**config.mk**
```make
export PLATFORM = sky130hd
export DESIGN_NAME = substring_occurrence_counter
export DESIGN_NICKNAME = d
export VERILOG_FILES = /design/src/rtl/core/ssc_pkg.sv /design/src/rtl/core/ssc_cell.sv /design/src/rtl/core/substring_occurrence_counter.sv
export SDC_FILE = /design/constraint.sdc
export NUM_CORES = 2
export LEC_CHECK = 0
export ABC_AREA = 1
export CAP_MARGIN = 15
export CORE_MARGIN = 2
export CORE_UTILIZATION = 28
export DETAILED_ROUTE_END_ITERATION = 12
export DONT_BUFFER_PORTS = 1
export HOLD_SLACK_MARGIN = 0.1
export SETUP_SLACK_MARGIN = 0.4
export SKIP_CTS_REPAIR_TIMING = 1
export SLEW_MARGIN = 5
export SYNTH_ARGS = -nofsm -noshare
export SYNTH_HDL_FRONTEND = slang
export SYNTH_SLANG_ARGS = --single-unit
```
**constraint.sdc**
```tcl
create_clock -name clk -period 64.9 [get_ports clk]
set_input_delay 9.735 -clock clk [delete_from_list [all_inputs] [get_ports clk]]
set_output_delay 9.735 -clock clk [all_outputs]
set_load 0.005 [all_outputs]
```
**src/rtl/core/ssc_pkg.sv**
```systemverilog
`default_nettype none

package ssc_pkg;

	// Item kinds carried in the input tuser field.
	localparam logic [1:0] OP_LOAD = 2'd0;
	localparam logic [1:0] OP_TEXT = 2'd1;
	localparam logic [1:0] OP_END  = 2'd2;

	// Fixed field widths.
	localparam int BYTE_W  = 8;
	localparam int LEN_W   = 9;
	localparam int TOTAL_W = 32;

	// Controls broadcast from the sequencer to every compare cell.
	typedef struct packed {
		logic win_en;     // shift or rotate the text window by one cell
		logic flag_en;    // advance the prefix-match flags by one step
		logic flag_kill;  // force every prefix-match flag to zero
	} ssc_ctrl_t;

endpackage

`default_nettype wire

```
**src/rtl/core/ssc_cell.sv**
```systemverilog
`default_nettype none

// One compare cell: holds a pattern byte, a window byte and the flag that says
// a pattern prefix ending at this cell's index matches the newest text bytes.
module ssc_cell (
	input  wire                             clk,
	input  wire                             arst_n,
	input  wire  ssc_pkg::ssc_ctrl_t        ctrl,
	input  wire                             load_en,
	input  wire  [ssc_pkg::BYTE_W-1:0]      bcast_byte,
	input  wire  [ssc_pkg::BYTE_W-1:0]      win_in,
	input  wire                             flag_in,
	output logic [ssc_pkg::BYTE_W-1:0]      win_out,
	output logic                            flag_out
);

	logic [ssc_pkg::BYTE_W-1:0] pat_q;
	logic [ssc_pkg::BYTE_W-1:0] win_q;
	logic                       flag_q;

	// Pattern byte and window byte are payload and need no reset.
	always_ff @(posedge clk) begin
		if (load_en) begin
			pat_q <= bcast_byte;
		end
		if (ctrl.win_en) begin
			win_q <= win_in;
		end
	end

	// The prefix flag extends the neighbour's flag by one matching byte.
	always_ff @(posedge clk or negedge arst_n) begin
		if (!arst_n) begin
			flag_q <= 1'b0;
		end else if (ctrl.flag_kill) begin
			flag_q <= 1'b0;
		end else if (ctrl.flag_en) begin
			flag_q <= flag_in && (bcast_byte == pat_q);
		end
	end

	assign win_out  = win_q;
	assign flag_out = flag_q;

endmodule

`default_nettype wire

```
**src/rtl/core/substring_occurrence_counter.sv**
```systemverilog
// Channel        Direction  Signals                         Contents
// s_axis         in         tvalid tready tdata tuser       one item: kind, position, byte
// m_axis         out        tvalid tready tdata tuser       one result: total, flags
// pattern_length in         pattern_length_we pattern_length  pattern length register
//
// A text, end or unused item visits the idle and result states: the cell row steps at
// acceptance and the result is formed in the result state from the selected cell flag.
// A load into a non-empty window passes through the replay state, in which the window
// rotates once round the cell row and rebuilds the prefix flags against the new pattern.
// The result register lets the next item be accepted while a result is still waiting;
// a result that is not taken holds the block in its result cycle.
// Reset clears the flags, counters and sequencer; pattern and window bytes are not reset.
`default_nettype none

module substring_occurrence_counter #(
	parameter int MAX_PATTERN_LEN = 256
) (
	input  wire         clk,
	input  wire         arst_n,
	// Input items.
	input  wire         s_axis_tvalid,
	output logic        s_axis_tready,
	input  wire  [15:0] s_axis_tdata,   // [7:0] position, [15:8] data_byte
	input  wire  [1:0]  s_axis_tuser,   // [1:0] opcode
	// Result items.
	output logic        m_axis_tvalid,
	input  wire         m_axis_tready,
	output logic [31:0] m_axis_tdata,   // [31:0] match_total
	output logic [1:0]  m_axis_tuser,   // [0] match_here, [1] text_end
	// Configuration.
	input  wire         pattern_length_we,
	input  wire  [8:0]  pattern_length
);

	localparam int CNT_W = $clog2(MAX_PATTERN_LEN + 1);
	localparam int PTR_W = (MAX_PATTERN_LEN > 1) ? $clog2(MAX_PATTERN_LEN) : 1;

	localparam logic [1:0] ST_IDLE   = 2'd0;
	localparam logic [1:0] ST_REPLAY = 2'd1;
	localparam logic [1:0] ST_FIN    = 2'd2;

	logic [1:0]                       state_q;
	logic [ssc_pkg::LEN_W-1:0]        len_q;
	logic [CNT_W-1:0]                 seen_q;
	logic [CNT_W-1:0]                 rp_q;
	logic [1:0]                       op_q;
	logic [ssc_pkg::TOTAL_W-1:0]      count_q;
	logic                             out_valid_q;
	logic                             here_q;
	logic                             end_q;
	logic [ssc_pkg::TOTAL_W-1:0]      total_q;

	logic [1:0]                       in_op;
	logic [7:0]                       in_pos;
	logic [ssc_pkg::BYTE_W-1:0]       in_byte;
	logic                             accept;
	logic                             is_text;
	logic                             is_end;
	logic                             is_load;
	logic                             pos_ok;
	logic                             need_replay;
	logic                             replaying;
	logic                             feed_ok;
	logic                             fin_go;
	logic                             hit;
	logic [CNT_W-1:0]                 len_eff;
	logic [PTR_W-1:0]                 sel;
	logic [ssc_pkg::BYTE_W-1:0]       win_last;
	logic [ssc_pkg::BYTE_W-1:0]       bcast;
	logic [ssc_pkg::TOTAL_W-1:0]      count_inc;
	ssc_pkg::ssc_ctrl_t               ctrl;

	logic [ssc_pkg::BYTE_W-1:0]       win [MAX_PATTERN_LEN];
	logic [MAX_PATTERN_LEN-1:0]       flags;

	// Input field unpacking and handshake.
	assign in_op         = s_axis_tuser;
	assign in_pos        = s_axis_tdata[7:0];
	assign in_byte       = s_axis_tdata[15:8];
	assign s_axis_tready = (state_q == ST_IDLE);
	assign accept        = s_axis_tvalid && s_axis_tready;
	assign is_text       = accept && (in_op == ssc_pkg::OP_TEXT);
	assign is_end        = accept && (in_op == ssc_pkg::OP_END);
	assign is_load       = accept && (in_op == ssc_pkg::OP_LOAD);
	assign pos_ok        = ({24'd0, in_pos} < 32'(MAX_PATTERN_LEN));
	assign need_replay   = is_load && pos_ok && (seen_q != '0);
	assign replaying     = (state_q == ST_REPLAY);

	// During a rebuild only window bytes that were really seen feed the flags.
	assign feed_ok  = ({1'b0, rp_q} + {1'b0, seen_q}) >= (CNT_W + 1)'(MAX_PATTERN_LEN);
	assign win_last = win[MAX_PATTERN_LEN-1];
	assign bcast    = replaying ? win_last : in_byte;

	always_comb begin
		ctrl.win_en    = is_text || replaying;
		ctrl.flag_en   = is_text || replaying;
		ctrl.flag_kill = is_end || need_replay || (replaying && !feed_ok);
	end

	// Row of compare cells: window bytes and prefix flags pass to the next cell.
	for (genvar k = 0; k < MAX_PATTERN_LEN; k++) begin : g_cell
		logic [ssc_pkg::BYTE_W-1:0] w_in;
		logic                       f_in;
		logic                       ld;

		if (k == 0) begin : g_head
			assign w_in = bcast;
			assign f_in = 1'b1;
		end else begin : g_body
			assign w_in = win[k-1];
			assign f_in = flags[k-1];
		end

		assign ld = is_load && ({24'd0, in_pos} == 32'(k));

		ssc_cell u_cell (
			.clk        (clk),
			.arst_n     (arst_n),
			.ctrl       (ctrl),
			.load_en    (ld),
			.bcast_byte (bcast),
			.win_in     (w_in),
			.flag_in    (f_in),
			.win_out    (win[k]),
			.flag_out   (flags[k])
		);
	end

	// Effective length, clamped to the cell row, selects the flag to report.
	always_comb begin
		if ({23'd0, len_q} > 32'(MAX_PATTERN_LEN)) begin
			len_eff = CNT_W'(MAX_PATTERN_LEN);
		end else begin
			len_eff = CNT_W'(len_q);
		end
		sel = PTR_W'(len_eff - 1'b1);
		hit = (op_q == ssc_pkg::OP_TEXT) && (len_eff != '0) && flags[sel];
	end

	assign count_inc = (count_q == '1) ? count_q : count_q + 1'b1;
	assign fin_go    = (state_q == ST_FIN) && (!out_valid_q || m_axis_tready);

	// Configuration register.
	always_ff @(posedge clk or negedge arst_n) begin
		if (!arst_n) begin
			len_q <= '0;
		end else if (pattern_length_we) begin
			len_q <= pattern_length;
		end
	end

	// Sequencer, window fill and running count.
	always_ff @(posedge clk or negedge arst_n) begin
		if (!arst_n) begin
			state_q <= ST_IDLE;
			seen_q  <= '0;
			rp_q    <= '0;
			op_q    <= ssc_pkg::OP_LOAD;
			count_q <= '0;
		end else begin
			case (state_q)
				ST_IDLE: begin
					if (accept) begin
						op_q <= in_op;
						if (need_replay) begin
							rp_q    <= '0;
							state_q <= ST_REPLAY;
						end else begin
							state_q <= ST_FIN;
						end
						if (is_text && (seen_q != CNT_W'(MAX_PATTERN_LEN))) begin
							seen_q <= seen_q + 1'b1;
						end
						if (is_end) begin
							seen_q <= '0;
						end
					end
				end
				ST_REPLAY: begin
					rp_q <= rp_q + 1'b1;
					if (rp_q == CNT_W'(MAX_PATTERN_LEN - 1)) begin
						state_q <= ST_FIN;
					end
				end
				ST_FIN: begin
					if (fin_go) begin
						state_q <= ST_IDLE;
						if (hit) begin
							count_q <= count_inc;
						end else if (op_q == ssc_pkg::OP_END) begin
							count_q <= '0;
						end
					end
				end
				default: begin
					state_q <= ST_IDLE;
				end
			endcase
		end
	end

	// Result register: holds one finished item until the sink takes it.
	always_ff @(posedge clk or negedge arst_n) begin
		if (!arst_n) begin
			out_valid_q <= 1'b0;
		end else if (fin_go) begin
			out_valid_q <= 1'b1;
		end else if (m_axis_tready) begin
			out_valid_q <= 1'b0;
		end
	end

	always_ff @(posedge clk) begin
		if (fin_go) begin
			here_q  <= hit;
			end_q   <= (op_q == ssc_pkg::OP_END);
			total_q <= hit ? count_inc : count_q;
		end
	end

	assign m_axis_tvalid = out_valid_q;
	assign m_axis_tdata  = total_q;
	assign m_axis_tuser  = {end_q, here_q};

endmodule

`default_nettype wire

```
==> After elaboration in Yosys (flattened, before gate mapping) <==
Cells that the tools add are included.
{ "classes": {"n_mux": 532, "n_lt_le_gt_ge": 3, "n_reduce_logical": 542, "addsub": 5, "n_eq_ne": 524} }
{ "op_table": {"columns": ["operator", "n"], "rows": [
  ["equality test 8 bit", 256],
  ["equality test 8 bit (second input constant)", 128],
  ["logical AND 1 bit", 521],
  ["2-to-1 mux 1 bit", 515],
  ["equality test 8 x 7 -> 1 bit (second input constant)", 64],
  ["equality test 8 x 6 -> 1 bit (second input constant)", 32],
  ["equality test 8 x 5 -> 1 bit (second input constant)", 16],
  ["2-to-1 mux 32 bit", 4],
  ["equality test 8 x 4 -> 1 bit (second input constant)", 8],
  ["2-to-1 mux 9 bit", 5],
  ["adder 32 x 1 -> 32 bit (second input constant)", 1],
  ["equality test 32 bit (second input constant)", 1],
  ["equality test 8 x 3 -> 1 bit (second input constant)", 4],
  ["adder 9 x 1 -> 9 bit (second input constant)", 2],
  ["one-hot mux 9 bit (2 select lines)", 1],
  ["nonzero test 9 bit", 2],
  ["equality test 8 x 2 -> 1 bit (second input constant)", 2],
  ["AND reduction 3 bit", 4],
  ["adder 9 x 9 -> 10 bit", 1],
  ["greater-or-equal comparator 10 x 9 -> 1 bit (second input constant)", 1],
  ["nonzero test 2 bit", 5],
  ["equality test 9 x 8 -> 1 bit (second input constant)", 1],
  ["> comparator 9 bit (second input constant)", 1],
  ["< comparator 8 x 9 -> 1 bit (second input constant)", 1],
  ["other kinds (16)", 30]
]} }
{ "totals": {"word_cells": 2384, "out_inout_bits": 36, "register_bits": 4450} }

==> Longest topological paths before layout <==
{ "depth": {"depth_word": 8, "ltp_mapped": 26, "depth_no_buf": 21} }

==> Hierarchy <==
From an unflattened synthesis, not the netlist that was laid out.
{ "hier_totals": {"cells_unflattened": 15462, "hier_area_um2": 181471.5} }
{ "modules_own_cells": {"columns": ["module", "instances", "area_per_inst_um2", "cells_per_inst"], "rows": [
  ["ssc_cell", 256, 671.9, 54],
  ["substring_occurrence_counter", 1, 9466.6, 1638]
]} }

==> Least setup slack after synthesis <==
OpenSTA, ideal clock, no wires.
{ "synth_timing": {"path_type": "input -> register", "startpoint": "input s_axis_tvalid", "endpoint": "register g_cell[0].u_cell.win_q (netlist bit g_cell[0].u_cell.win_out[0]), enable pin", "n_path_buf": 2, "cell_stages": 8, "setup_ns": 3.213, "t_arrival_ns": 65.648, "setup_slack_ns": -3.962, "path_cell_list": "nand2_1 > nor2_1 > nand2_1 > inv_1 > nor2_1 > inv_2 > clkbuf_1 > clkbuf_1"} }
{ "synth_lines": {"columns": ["item", "line", "rtl"], "rows": [
  ["from (decl)", "substring_occurrence_counter.sv:21", "input wire s_axis_tvalid,"],
  ["to (signal assigned)", "ssc_cell.sv:27", "win_q <= win_in;"],
  ["to (decl)", "ssc_cell.sv:18", "logic [ssc_pkg::BYTE_W-1:0] win_q;"]
]} }

==> Worst setup path in the final report <==
{ "layout_timing": {"startpoint": "input s_axis_tvalid", "endpoint": "register g_cell[96].u_cell.win_q (netlist bit g_cell[96].u_cell.win_out[2]), enable pin"} }
{ "layout_via": {"elab_chain_cells": 3} }
{ "layout_rtl": {"columns": ["item", "line", "rtl"], "rows": [
  ["logical AND 1 bit", "substring_occurrence_counter.sv:81", "assign accept = s_axis_tvalid && s_axis_tready;"],
  ["logical AND 1 bit", "substring_occurrence_counter.sv:82", "assign is_text = accept && (in_op == ssc_pkg::OP_TEXT);"],
  ["logical OR 1 bit", "substring_occurrence_counter.sv:95", "ctrl.win_en = is_text || replaying;"],
  ["to (signal assigned)", "ssc_cell.sv:27", null],
  ["to (decl)", "ssc_cell.sv:18", null]
]} }
No other way between the ends.
A chain may end at the register's enable or synchronous reset.

==> results by group <==
Routing
  – Routed len/inst: 20.0 um
  – Drt via density: between 4 and 5
  – DR pass1 iterations: 8
  – DRT iter0 DRCs: around 9500
  – Via count: between 80000 and 90000
  – Drt total wl: about 380000 um
  – Residual DRC: 0
  – Antenna Violating Nets Remaining: 0

Place
  – Placed Cells: 18200
  – I/O Buffers: 0
  – Hpwl dp: 184000 um
  – Place WS: 46.86 ns
  – Global placement routability congestion: just under 0.8

Critical path
  – Worst R2R Start: state_q[1]
  – R2R Setup Slk: about 56 ns
  – Crit path kind: input pin to flip-flop
  – Worst EP arrival: about 18 ns
  – CP Data Required Time: between 60 and 70 ns
  – Startpoint Class: input pin
  – Critical path endpoint category: flip-flop
  – R2R depth: 13
  – CP max FO: between 150 and 200
  – Crit Reg-Reg Endpoint: g_cell[96].u_cell.win_out[2]

Yosys
  – Synth warn: 0
  – Area contributors post-synth: edfxtp_1 (74%), dfrtp_1 (4.8%), xor2_1 (3.5%), nand2_1 (2.8%), xnor2_1 (2.4%)
  – Sequential-to-total area share from yosys stat: 79.1%
  – Mapped Cells: about 11000
  – Synth Register Bits: roughly 4500
  – Post-synth top flop: edfxtp_1
  – Top cell type's share of synthesized area: ~74%
  – Avg Cell Area, Syn: ~16 um2
  – Area leader, netlist: edfxtp_1
  – Syn_nets: 10800
  – Post-synth EDFFs: 4130
  – Area of the mapped netlist: approximately 170000 um2
  – Post-synth ARST share: under 10%
  – Yosys cell types: 53

Timing
  – RSZ-0062 raised after global routing: no
  – Final setup margin: 48.01 ns
  – Count of pins over their slew limit: 0
  – Setup TNS: 0 ns
  – Relative slew slack: 19.8%
  – Final Hold Fails: 0
  – Setup Viol. Count Final: 0
  – Min Clock Period, post-route: about 17 ns
  – Final Skew: about 0.084 ns
  – Maximum clock rate: between 50 and 60 MHz
  – Slew @ Worst Pin: ~1.2 ns
  – Period utilisation layout: 26.0%

Floorplan
  – Core Rows: 283
  – Core area: a little under 600000 um2
  – Top Ports: between 60 and 70
  – Initial Util: 28.1%
  – Die H: about 780 um
  – Die W: around 780 um
  – Die area: around 600000 um2

GRT
  – Initial antenna violation count: 15
  – Grt ovf: 0
  – Largest net degree at the start of global routing: about 320
  – First-pass GRT wire length: between 500000 and 600000 um
  – Number of global-route vias before repair: ~85000
  – GR Util All Layers: 12.1%

CTS
  – CTS tree: built
  – CTS buffer count: around 440
  – Worst-Skew Late Latency: 1.00 ns
  – Clock root cell: clkbuf_16
  – CTS HTree Levels: 5
  – Clock transition at the registers of the reported paths: around 0.060 ns
  – Deepest clock path buffer count: 4
  – Clk sinks: roughly 4500

Power
  – VDD IR max: roughly 0.026 mV
  – Int Pwr: between 0.004 and 0.005 W
  – Power after layout: 0.00680 W
  – Cell Pwr Density: 35.7 nW/um2
  – NetSw: roughly 0.0019 W
  – Leakage: between 50 and 60 nW
  – Comb power frac: a little over an eighth
  – Clock power share: a little over a third
  – Sequential Power Share: approximately half
  – Switching share of power: between 20% and 30%

Finish
  – Most common cell after layout, fill and taps aside: edfxtp_1
  – Layout Nets: 10900
  – P&R area growth vs syn: 14.1%
  – Most frequent cells in the layout: edfxtp_1 (4130), nand2_1 (1233), nor2_1 (790)
  – Non-filler instance count after layout: about 19000
  – Layout cells sized above 1: between 8 and 9%

Job
  – Max-Cap Viols: 0

Hold path
  – Hold_sp: g_cell[29].u_cell.win_out[3]
  – Hold crit path type: flip-flop to flip-flop
  – Hold endpoint: g_cell[30].u_cell.win_out[3]
  – WHS Path Cells: 0

Outcome
  – Outcome: completed
==> stage by stage <==
| step | hold WS [ns] | instance area [um2] | utilization, % |
|---|---|---|---|
| 6_report | 0.340 | 190000 | 32.1 |
| 5_1_grt | 0.309 | 190000 | 32.1 |
| 4_1_cts | 0.302 | 190000 | 32.1 |
| 3_5_place_dp | 0.405 | 176000 | 29.7 |
| 3_3_place_gp | 0.400 | 176000 | 29.7 |
| 2_1_floorplan | 0.400 | 167000 | - |
==> final cells by class <==
type | count | area [um2]
clock buffer | 573 | 11800
fill | 57000 | 403000
timing repair buffer | 159 | 1540
tap | 7837 | 9810
inverter | 258 | 1050
sequential | 4450 | 132000
multi-input combinational | 5514 | 31700
clock inverter | 233 | 2390
antenna | 6 | 15.0
==> power by group through the flow <==
stage	Combinational [W]	Clock [W]	Sequential, W
4_1_cts	0.000904	0.00256	0.00341
3_3_place_gp	0.000893	0	0.00346
3_5_place_dp	0.000904	0	0.00346
6_report	0.000901	0.00249	0.00341
5_1_grt	0.000965	0.00266	0.00341
2_1_floorplan	0.000531	0	0.00402
==> how the worst max path moves through the flow <==
stage	end	from	cells after the start	slack, ns
floorplan	g_cell[0].u_cell.win_out[0]	s_axis_tvalid	8	27.52
global placement	g_cell[82].u_cell.win_out[1]	s_axis_tvalid	14	47.02
detailed placement	g_cell[73].u_cell.win_out[1]	s_axis_tvalid	14	46.86
CTS	g_cell[80].u_cell.win_out[1]	s_axis_tvalid	14	48.07
global route	g_cell[84].u_cell.win_out[1]	s_axis_tvalid	14	47.33
finish	g_cell[96].u_cell.win_out[2]	s_axis_tvalid	14	48.01
==> routing by layer <==
layer	vias up	part of all wire (%)	routed length, um	global-route usage (%)
met4	0	3.2	12100	3.98
met2	3082	44	169000	18.7
met5	-	0	0	0
met3	680	7.4	28400	1.93
met1	45400	45	171000	17.5
li1	39900	-	-	-
==> synth_stat cells, types with 193 or more instances <==
cell	number
clkbuf_1	252
inv_1	244
edfxtp_1	4130
a21oi_1	211
nor4_1	198
buf_2	200
xor2_1	659
dfrtp_1	320
xnor2_1	460
nor2_1	791
nand4_1	193
nand2_1	1250
nand3_1	584
o21ai_0	503
==> cell families (layout without fill, tap and decap cells) <==
| group | count (synthesis) | count (layout) | synth area share [%] |
|---|---|---|---|
| flip-flops | 4450 | 4450 | 79.1 |
| AND/OR/NAND/NOR | 3124 | 3124 | 8.21 |
| AO/OA/AOI/OAI | 1244 | 1244 | 4.60 |
| XOR/XNOR | 1122 | 1122 | 5.91 |
| buffers and inverters | 784 | 1223 | 2.00 |
| adder cells (fa/ha/maj) | 15 | 15 | 0.112 |
| multiplexers | 9 | 9 | 0.0600 |
| other | 0 | 6 | 0 |
==> state kept, by name (all words and copies together) (netlist names), 2 cells and up <==
name                    flops
count_q                    32
g_cell.u_cell.flag_out    256
g_cell.u_cell.pat_q      2048
g_cell.u_cell.win_out    2048
len_q                       9
m_axis_tdata               32
op_q                        2
rp_q                        9
seen_q                      9
state_q                     2
==> worst max-delay path, cell delays in order <==
cell and delay [ns]:
nand2_1 0.08, nor2_1 0.14, nand2_1 0.08, inv_1 0.16, nor2_4 0.04, buf_4 0.32
inv_8 0.54, buf_12 0.66, buf_12 0.61, buf_4 0.87, buf_4 0.97, buf_4 0.89
buf_4 0.83, buf_4 0.93
No activity file was read; power rests on OpenSTA's default activity.
